--- src/hdl/epoch_seconds_to_calendar_date_macros.svh ---
// Assertion macros used by the calendar date converter RTL.
`ifndef EPOCH_SECONDS_TO_CALENDAR_DATE_MACROS_SVH
`define EPOCH_SECONDS_TO_CALENDAR_DATE_MACROS_SVH
`ifndef NO_ASSERTIONS
// Same-cycle implication.
`define ECAL_ASSERT_IMP(lbl, clk, rst, ante, cons, msg) \
   lbl: assert property (@(posedge clk) disable iff (rst) (ante) |-> (cons)) else $error(msg);
// Next-cycle implication.
`define ECAL_ASSERT_NXT(lbl, clk, rst, ante, cons, msg) \
   lbl: assert property (@(posedge clk) disable iff (rst) (ante) |=> (cons)) else $error(msg);
`else
`define ECAL_ASSERT_IMP(lbl, clk, rst, ante, cons, msg)
`define ECAL_ASSERT_NXT(lbl, clk, rst, ante, cons, msg)
`endif
`endif

--- src/hdl/ecal_pkg.sv ---
// Constants and calendar helper functions for the epoch to calendar date converter.
package ecal_pkg;

   localparam int unsigned SecsPerMin  = 60;
   localparam int unsigned SecsPerHour = 3600;
   localparam int unsigned SecsPerDay  = 86400;
   localparam int unsigned BaseYear    = 1970;
   localparam int unsigned DaysPerYear = 365;

   // Field widths
   localparam int unsigned YearW   = 12;
   localparam int unsigned MonthW  = 4;
   localparam int unsigned DayW    = 5;
   localparam int unsigned HourW   = 5;
   localparam int unsigned MinuteW = 6;
   localparam int unsigned SecondW = 6;
   localparam int unsigned ZoneW   = 5;

   // Adjusted seconds fit in 33 bits; the shared subtractor works one bit wider
   localparam int unsigned AccW  = 33;
   localparam int unsigned DaysW = 17;

   // Register index of the zone offset
   localparam int unsigned RegZoneOffset = 0;

   // Gregorian leap rule; year/100 by reciprocal (exact below 4096)
   function automatic logic ecal_is_leap(input logic [YearW-1:0] y);
      logic [24:0]      prod;
      logic [5:0]       q100;
      logic [YearW-1:0] r100;
      begin
         prod = 25'(y) * 25'd5243;
         q100 = prod[24:19];
         r100 = y - (YearW'(q100) * YearW'(100));
         ecal_is_leap = (y[1:0] == 2'b00) && ((r100 != '0) || (q100[1:0] == 2'b00));
      end
   endfunction

   // Month length, month index 0 is January
   function automatic logic [DayW-1:0] ecal_month_len(input logic [3:0] m, input logic leap);
      begin
         case (m)
            4'd1: ecal_month_len = leap ? 5'd29 : 5'd28;
            4'd3, 4'd5, 4'd8, 4'd10: ecal_month_len = 5'd30;
            default: ecal_month_len = 5'd31;
         endcase
      end
   endfunction

endpackage

--- src/hdl/epoch_seconds_to_calendar_date.sv ---
// Epoch seconds to calendar date converter: top level with shared subtract unit.
//
// Usage: a request on req_ (tdata = epoch seconds since 1970-01-01 UTC) is taken
// when req_tvalid and req_tready are high. The block adds the zone offset
// register (whole hours, signed, reset value 1), clamps a negative sum to zero
// and returns one response on rsp_ with year, month, day, hour, minute, second.
// The divisions and walks run through one 34-bit compare/subtract unit under
// a small sequencer: restoring division by the seconds per day, then by the
// seconds per hour and per minute, then a year walk (single years up to a
// leap-aligned year, then four-year blocks, then single years), a month walk
// and a final state that loads the output register. One request is in work at
// a time; req_tready is high only while the sequencer is idle, so a new request
// is taken only after the previous one has left the sequencer.
// A finished response sits in an output register, so the next request is
// taken while the receiver stalls; the sequencer then holds its next result
// until the output register frees up.
// Reset (synchronous, active high) clears the sequencer and the output valid
// and sets the zone offset to 1. Configure only while idle. Register 0 lies at
// byte address 0 of the APB port; pready is always high.
module epoch_seconds_to_calendar_date
   import ecal_pkg::*;
(
   input  logic        clock,
   input  logic        reset,
   // request channel
   input  logic        req_tvalid,
   output logic        req_tready,
   input  logic [31:0] req_tdata,   // [31:0] epoch_seconds
   // response channel
   output logic        rsp_tvalid,
   input  logic        rsp_tready,
   output logic [39:0] rsp_tdata,   // [11:0] year, [15:12] month, [20:16] day_of_month,
                                    // [25:21] hour, [31:26] minute, [37:32] second, [39:38] 0
   // configuration port
   input  logic        csr_psel,
   input  logic        csr_penable,
   input  logic        csr_pwrite,
   input  logic [2:0]  csr_paddr,
   input  logic [31:0] csr_pwdata,
   output logic [31:0] csr_prdata,
   output logic        csr_pready
);

`include "epoch_seconds_to_calendar_date_macros.svh"

   // Sequencer states
   localparam logic [2:0] StIdle  = 3'd0;
   localparam logic [2:0] StDay   = 3'd1;
   localparam logic [2:0] StHour  = 3'd2;
   localparam logic [2:0] StMin   = 3'd3;
   localparam logic [2:0] StYear  = 3'd4;
   localparam logic [2:0] StMonth = 3'd5;
   localparam logic [2:0] StDone  = 3'd6;

   localparam logic [AccW:0] DayOp   = (AccW+1)'(SecsPerDay);
   localparam logic [AccW:0] HourOp  = (AccW+1)'(SecsPerHour);
   localparam logic [AccW:0] MinOp   = (AccW+1)'(SecsPerMin);
   localparam logic [AccW:0] YearOp  = (AccW+1)'(DaysPerYear);
   localparam logic [AccW:0] BlockOp = (AccW+1)'(4 * DaysPerYear);

   logic [2:0]               state_ff, state_in;
   logic [4:0]               k_ff, k_in;
   logic [AccW-1:0]          acc_ff, acc_in;
   logic [DaysW-1:0]         days_ff, days_in;
   logic [HourW-1:0]         hour_ff, hour_in;
   logic [MinuteW-1:0]       minute_ff, minute_in;
   logic [SecondW-1:0]       second_ff, second_in;
   logic [YearW-1:0]         year_ff, year_in;
   logic [3:0]               mon_ff, mon_in;
   logic                     fine_ff, fine_in;
   logic signed [ZoneW-1:0]  zone_ff;
   logic                     rsp_tvalid_ff, rsp_tvalid_in;
   logic [39:0]              rsp_tdata_ff, rsp_tdata_in;

   logic                     req_fire;
   logic                     out_free;
   logic                     leap;
   logic                     block_mode;
   logic [AccW:0]            operand;
   logic [AccW:0]            diff;
   logic                     borrow;
   logic signed [AccW:0]     adj_sum;
   logic                     csr_wr;

   assign req_fire   = req_tvalid && req_tready;
   assign req_tready = (state_ff == StIdle);
   assign out_free   = !rsp_tvalid_ff || rsp_tready;
   assign leap       = ecal_is_leap(year_ff);
   assign block_mode = (year_ff[1:0] == 2'b00) && !fine_ff;

   // Zone-adjusted count, sign extended so the sum can go negative
   assign adj_sum = $signed({2'b00, req_tdata})
                  + ((AccW+1)'(zone_ff) * $signed((AccW+1)'(SecsPerHour)));

   // Shared compare/subtract unit operand
   always_comb begin
      case (state_ff)
         StDay:   operand = DayOp << k_ff;
         StHour:  operand = HourOp << k_ff;
         StMin:   operand = MinOp << k_ff;
         StYear:  operand = (block_mode ? BlockOp : YearOp) + (AccW+1)'(leap);
         StMonth: operand = (AccW+1)'(ecal_month_len(mon_ff, leap));
         default: operand = '0;
      endcase
   end

   assign diff   = {1'b0, acc_ff} - operand;
   assign borrow = diff[AccW];

   // Sequencer
   always_comb begin
      state_in      = state_ff;
      k_in          = k_ff;
      acc_in        = acc_ff;
      days_in       = days_ff;
      hour_in       = hour_ff;
      minute_in     = minute_ff;
      second_in     = second_ff;
      year_in       = year_ff;
      mon_in        = mon_ff;
      fine_in       = fine_ff;
      rsp_tvalid_in = rsp_tvalid_ff && !rsp_tready;
      rsp_tdata_in  = rsp_tdata_ff;
      case (state_ff)
         StIdle: begin
            if (req_fire) begin
               acc_in    = adj_sum[AccW] ? '0 : adj_sum[AccW-1:0];
               k_in      = 5'(DaysW - 1);
               days_in   = '0;
               hour_in   = '0;
               minute_in = '0;
               fine_in   = 1'b0;
               state_in  = StDay;
            end
         end
         StDay: begin
            if (!borrow) begin
               acc_in  = diff[AccW-1:0];
               days_in = days_ff | (DaysW'(1) << k_ff);
            end
            if (k_ff == '0) begin
               k_in     = 5'(HourW - 1);
               state_in = StHour;
            end else begin
               k_in = k_ff - 5'd1;
            end
         end
         StHour: begin
            if (!borrow) begin
               acc_in  = diff[AccW-1:0];
               hour_in = hour_ff | (HourW'(1) << k_ff);
            end
            if (k_ff == '0) begin
               k_in     = 5'(MinuteW - 1);
               state_in = StMin;
            end else begin
               k_in = k_ff - 5'd1;
            end
         end
         StMin: begin
            if (!borrow) begin
               acc_in    = diff[AccW-1:0];
               minute_in = minute_ff | (MinuteW'(1) << k_ff);
            end
            if (k_ff == '0) begin
               // what is left is the second; switch over to the day count
               second_in = borrow ? acc_ff[SecondW-1:0] : diff[SecondW-1:0];
               acc_in    = AccW'(days_in);
               year_in   = YearW'(BaseYear);
               state_in  = StYear;
            end else begin
               k_in = k_ff - 5'd1;
            end
         end
         StYear: begin
            if (!borrow) begin
               acc_in  = diff[AccW-1:0];
               year_in = year_ff + (block_mode ? YearW'(4) : YearW'(1));
            end else if (block_mode) begin
               // fewer than four years left: walk single years
               fine_in = 1'b1;
            end else begin
               mon_in   = '0;
               state_in = StMonth;
            end
         end
         StMonth: begin
            if ((mon_ff == 4'd11) || borrow) begin
               state_in = StDone;
            end else begin
               acc_in = diff[AccW-1:0];
               mon_in = mon_ff + 4'd1;
            end
         end
         StDone: begin
            if (out_free) begin
               rsp_tvalid_in = 1'b1;
               rsp_tdata_in  = {2'b00, second_ff, minute_ff, hour_ff,
                                acc_ff[DayW-1:0] + DayW'(1), mon_ff + 4'd1, year_ff};
               state_in      = StIdle;
            end
         end
         default: begin
            state_in = StIdle;
         end
      endcase
   end

   always_ff @(posedge clock) begin
      if (reset) begin
         state_ff      <= StIdle;
         rsp_tvalid_ff <= 1'b0;
      end else begin
         state_ff      <= state_in;
         rsp_tvalid_ff <= rsp_tvalid_in;
      end
   end

   always_ff @(posedge clock) begin
      k_ff         <= k_in;
      acc_ff       <= acc_in;
      days_ff      <= days_in;
      hour_ff      <= hour_in;
      minute_ff    <= minute_in;
      second_ff    <= second_in;
      year_ff      <= year_in;
      mon_ff       <= mon_in;
      fine_ff      <= fine_in;
      rsp_tdata_ff <= rsp_tdata_in;
   end

   // Configuration register
   assign csr_pready = 1'b1;
   assign csr_wr     = csr_psel && csr_penable && csr_pwrite && csr_pready;

   always_ff @(posedge clock) begin
      if (reset) begin
         zone_ff <= ZoneW'(1);
      end else if (csr_wr && (csr_paddr[2] == 1'(RegZoneOffset))) begin
         zone_ff <= csr_pwdata[ZoneW-1:0];
      end
   end

   assign csr_prdata = (csr_paddr[2] == 1'(RegZoneOffset)) ? 32'(zone_ff) : '0;

   assign rsp_tvalid = rsp_tvalid_ff;
   assign rsp_tdata  = rsp_tdata_ff;

   // Checks
   `ECAL_ASSERT_NXT(a_accept_starts, clock, reset, req_fire, state_ff == StDay, "accept did not start division")
   `ECAL_ASSERT_IMP(a_tod_range, clock, reset, state_ff == StHour, acc_ff < AccW'(SecsPerDay), "time of day out of range")
   `ECAL_ASSERT_IMP(a_doy_range, clock, reset, state_ff == StMonth, acc_ff < AccW'(366), "day of year out of range")
   `ECAL_ASSERT_NXT(a_rsp_loaded, clock, reset, (state_ff == StDone) && out_free, rsp_tvalid, "result not presented")

endmodule

--- config.mk ---
export PLATFORM = sky130hd
export DESIGN_NAME = epoch_seconds_to_calendar_date
export DESIGN_NICKNAME = d
export VERILOG_FILES = /design/src/hdl/ecal_pkg.sv /design/src/hdl/epoch_seconds_to_calendar_date.sv
export VERILOG_INCLUDE_DIRS = /design/src /design/src/hdl
export SDC_FILE = /design/constraint.sdc
export NUM_CORES = 1
export LEC_CHECK = 0
export BUFFER_PORTS_ARGS = -buffer_cell sky130_fd_sc_hd__buf_4
export CAP_MARGIN = 20
export CORE_MARGIN = 2
export CORE_UTILIZATION = 50
export DETAILED_ROUTE_END_ITERATION = 12
export GPL_TIMING_DRIVEN = 0
export PLACE_DENSITY = 0.72
export SLEW_MARGIN = 25
export SYNTH_ARGS = -nofsm -noshare
export SYNTH_HDL_FRONTEND = slang
export SYNTH_SLANG_ARGS = --single-unit
--- constraint.sdc ---
create_clock -name clock -period 11 [get_ports clock]
set_input_delay 2.2 -clock clock [delete_from_list [all_inputs] [get_ports clock]]
set_output_delay 2.2 -clock clock [all_outputs]
set_load 0.005 [all_outputs]
==> parameters.txt <==
Parameter                              Value

Logic synthesis
  Yosys warnings ... 0
  Most used standard cell by instance count after synthesis ... sky130_fd_sc_hd__ha_1
  Fraction of post-synthesis cell area in the top cell type by area ... 0.2670
  Netlist area before placement ... approximately 14000 um^2
  Largest area contributor in the synthesized netlist ... sky130_fd_sc_hd__edfxtp_1
  Ranking of synthesized cells by instance count ... sky130_fd_sc_hd__ha_1, sky130_fd_sc_hd__inv_1, sky130_fd_sc_hd__nor2_1, sky130_fd_sc_hd__nand2_1, sky130_fd_sc_hd__edfxtp_1
  Most frequently used flop master after synthesis ... sky130_fd_sc_hd__edfxtp_1
  Distinct cells, synth ... 88
  Count of flip-flops with a built-in enable after synthesis ... about 130
  Post-Synthesis Cells ... 1557
  Syn Area/Cell ... 9.174 um^2
  Top area cells in the synthesized netlist ... sky130_fd_sc_hd__edfxtp_1, sky130_fd_sc_hd__ha_1, sky130_fd_sc_hd__fa_1
  Async set-or-reset flop fraction in the synthesized netlist ... 0
  Sequential element share of the synthesized area ... 0.2796
  Count of state elements after synthesis ... 136

Finish
  Post-route non-filler standard cell count ... 2158
  Fin nets ... 2099
  Fill count ... 2267
  Layout cells sized above 1 ... 0.2219
  Diodes inserted ... 0
  Utilization of the core after routing ... 0.6400
  Synth-to-layout area growth ... 25.17%
  Footprint of the multi-input gates ... 10120 um^2
  Storage element area ... about 4000 um^2

Pwr
  Worst vdd ir ... 0.0001492 V
  P_int ... 2.836 mW
  Sequential share of power ... 0.172
  Net switching power ... between 2 and 3 mW
  Static leakage ... slightly below 8 nW
  Power per standard cell area ... 303.9 nW/um^2
  Combinational share of power ... 0.727
  Clock Power Share ... 0.101
  Power, Total ... 5.434 mW
  Sw Share ... 0.4781

Status
  Violated checks ... setup timing
  Outcome ... finished with violations

Placement
  Number of instances in the placed design ... slightly above 2000
  PortBufs ... 116
  Placer congestion estimate ... 0.9672
  DP HPWL ... roughly 30 mm

Timing
  Final Slew Violations ... 0
  Worst slew slack as a fraction of its limit ... 0.3269
  Final Critical Period ... 11570 ps
  Final period utilization ... 1.051
  Endpoints failing hold ... 0
  Fmax ... between 0.08 and 0.09 GHz
  Least-Margin Pin Slew ... 1002 ps
  Final setup viols ... roughly 120
  Smallest setup slack after layout ... -565.5 ps
  Worst setup skew after layout ... ~15 ps
  RSZ-0062 raised after global routing ... yes

CTS
  CTS root buffer ... sky130_fd_sc_hd__clkbuf_16
  Max Buffers Root-to-Sink ... 2
  Clock transition at the registers of the reported paths ... 70 ps
  Clock H-tree levels ... 4
  Clock sink count ... 136
  CTS tree ... yes
  Clock buffer count from CTS ... 17
  Number of hold buffers added after CTS ... 0
  Worst-Skew Late Latency ... 440 ps

Worst setup path
  Worst Path Required ... 11160 ps
  Cell type of the slowest stage on the worst timing path ... sky130_fd_sc_hd__fa_1
  Critical Path Sink Type ... flip-flop
  Largest fanout on the critical path ... 4
  Delay of the slowest critical-path stage ... 540 ps
  Startpoint types ... flip-flop
  Crit. Startpoint ... year_ff[11]
  Worst flop-to-flop path startpoint ... year_ff[11]
  Critical Path AT ... around 12000 ps
  Worst Path Class, Setup ... reg -> reg
  Library cell appearing most often on the critical path ... sky130_fd_sc_hd__ha_4

Die
  Height of the die ... 173.0 um
  Width of the chip ... between 150 and 200 um
  Row cnt ... approximately 60
  Die Area ... between 20000 and 30000 um^2
  Starting Density ... 0.5113
  Core area ... 27930 um^2
  I/O pin total ... 149

Detailed routing
  Number of antenna-violating nets in the routed design ... 0
  Routed wirelength normalized by instance count ... 19.72 um
  Drt via density ... 5.969
  WL final ... 42.55 mm
  Number of design-rule violations left by the first detailed-router iteration ... 1412
  Post-detailed-route DRC marker count ... 0
  Length of the first detailed-routing pass in iterations ... 8
  Count of vias placed by the detailed router ... 12882

GRT
  Maximum number of pins on one net before global-route repair ... 24
  Wire length of the first global-routing pass ... 67.50 mm
  Initial antenna violation count ... 0
  Global route overflow ... 0
  Via count of the first global-routing pass ... 12566
  Global router's overall resource usage ... 0.2811

Min path
  Start point of the worst min-delay path ... second_ff[0]
  Worst min path class ... reg -> reg

Flow run
  # Max-Cap Violations ... 0
[logic make-up (layout without fill, tap and decap cells)]
family | after synthesis | count (layout) | share of synthesized area
simple gates | 419 | 419 | 0.1350
other cells | 2 | 3 | 0.0005258
buf+inv | 224 | 446 | 0.06999
fa+ha+maj | 258 | 258 | 0.2528
xor+xnor | 99 | 99 | 0.06070
mux | 16 | 16 | 0.01340
compound gates | 403 | 403 | 0.1880
flops | 136 | 136 | 0.2796
[final cells by class]
cell class	count	share of cell area
Buffer	83	0.02729
Clock buffer	17	0.02379
Clock inverter	15	0.006648
Inverter	140	0.02967
Multi-Input combinational cell	1198	0.5661
Sequential cell	136	0.2234
Tap cell	378	0.02645
Timing Repair Buffer	191	0.09665
[placed cells by master (no fill, tap or decap), types with 25 or more instances in the layout]
cell type and instances:
sky130_fd_sc_hd__a21o_1 27, sky130_fd_sc_hd__a21oi_1 108, sky130_fd_sc_hd__buf_4 194, sky130_fd_sc_hd__clkbuf_1 25
sky130_fd_sc_hd__edfxtp_1 127, sky130_fd_sc_hd__fa_1 48, sky130_fd_sc_hd__ha_1 182, sky130_fd_sc_hd__inv_1 129
sky130_fd_sc_hd__nand2_1 129, sky130_fd_sc_hd__nand3_1 31, sky130_fd_sc_hd__nor2_1 128, sky130_fd_sc_hd__nor3_1 33
sky130_fd_sc_hd__o21ai_0 51, sky130_fd_sc_hd__xnor2_1 60, sky130_fd_sc_hd__xor2_1 33
[through the flow]
stage / TNS [ps] / worst slack [ps] / hold WS [ps] / instance area (um^2)
after global placement: -202390 / -2135 / 401.6 / 15720
after CTS: -18740 / -292.5 / 408.1 / 17570
after detailed placement: -196680 / -1959 / 404.5 / 15800
after floorplan: 0 / 6.387 / 400.3 / 14370
final: -39420 / -565.5 / 409.7 / 17880
after global routing: -64670 / -722.5 / 420.6 / 17880
[sequential cells by signal, summed over array words and instances, names as in the netlist]
| register | cells |
|---|---|
| rsp_tdata | 38 |
| acc_ff | 33 |
| days_ff | 17 |
| year_ff | 12 |
| minute_ff | 6 |
| second_ff | 6 |
| hour_ff | 5 |
| k_ff | 5 |
| zone_ff | 5 |
| mon_ff | 4 |
| state_ff | 3 |
| fine_ff | 1 |
| rsp_tvalid | 1 |
[power by group through the flow]
stage	registers, mW	logic [mW]	clock network, mW
after global routing	0.947	4.24	0.567
after detailed placement	0.934	2.99	0
final	0.933	3.95	0.548
after global placement	0.935	2.93	0
after floorplan	0.893	2.25	0
after CTS	0.927	3.71	0.547
[repair_timing]
action,CTS,global route
buffers inserted,57,7
pin swaps,83,32
endpoints found under the hold margin,0,0
resized for setup,118,45
setup endpoints to repair,119,119
cloned,6,0
[worst max-delay path, delay by kind of cell (launching register included)]
family	cells	cell delay, ps
AO/OA/AOI/OAI	17	3410
flip-flops	1	420
adder cells (fa/ha/maj)	12	3860
buffers and inverters	12	1340
AND/OR/NAND/NOR	9	1950
XOR/XNOR	2	310
[worst paths after layout]
| kind | endpoint | slack, ps | depth (start not counted) |
|---|---|---|---|
| setup / recovery | acc_ff[6] | -570 | 52 |
| hold / removal | rsp_tdata[32] | 410 | 0 |
| setup reg to reg | acc_ff[6] | -570 | 52 |
| hold reg to reg | rsp_tdata[32] | 410 | 0 |
[routing by layer]
metal / vias to the layer above / share of wire / routed length (um) / track usage
met2: 588 / 0.47 / 19790 / 0.4547
met5: - / 0 / 0 / 0
li1: 6025 / - / - / -
met1: 6179 / 0.44 / 18540 / 0.3815
met4: 0 / 0.030 / 1271 / 0.1003
met3: 90 / 0.069 / 2950 / 0.04595
Power figures use the tool's default switching activity.
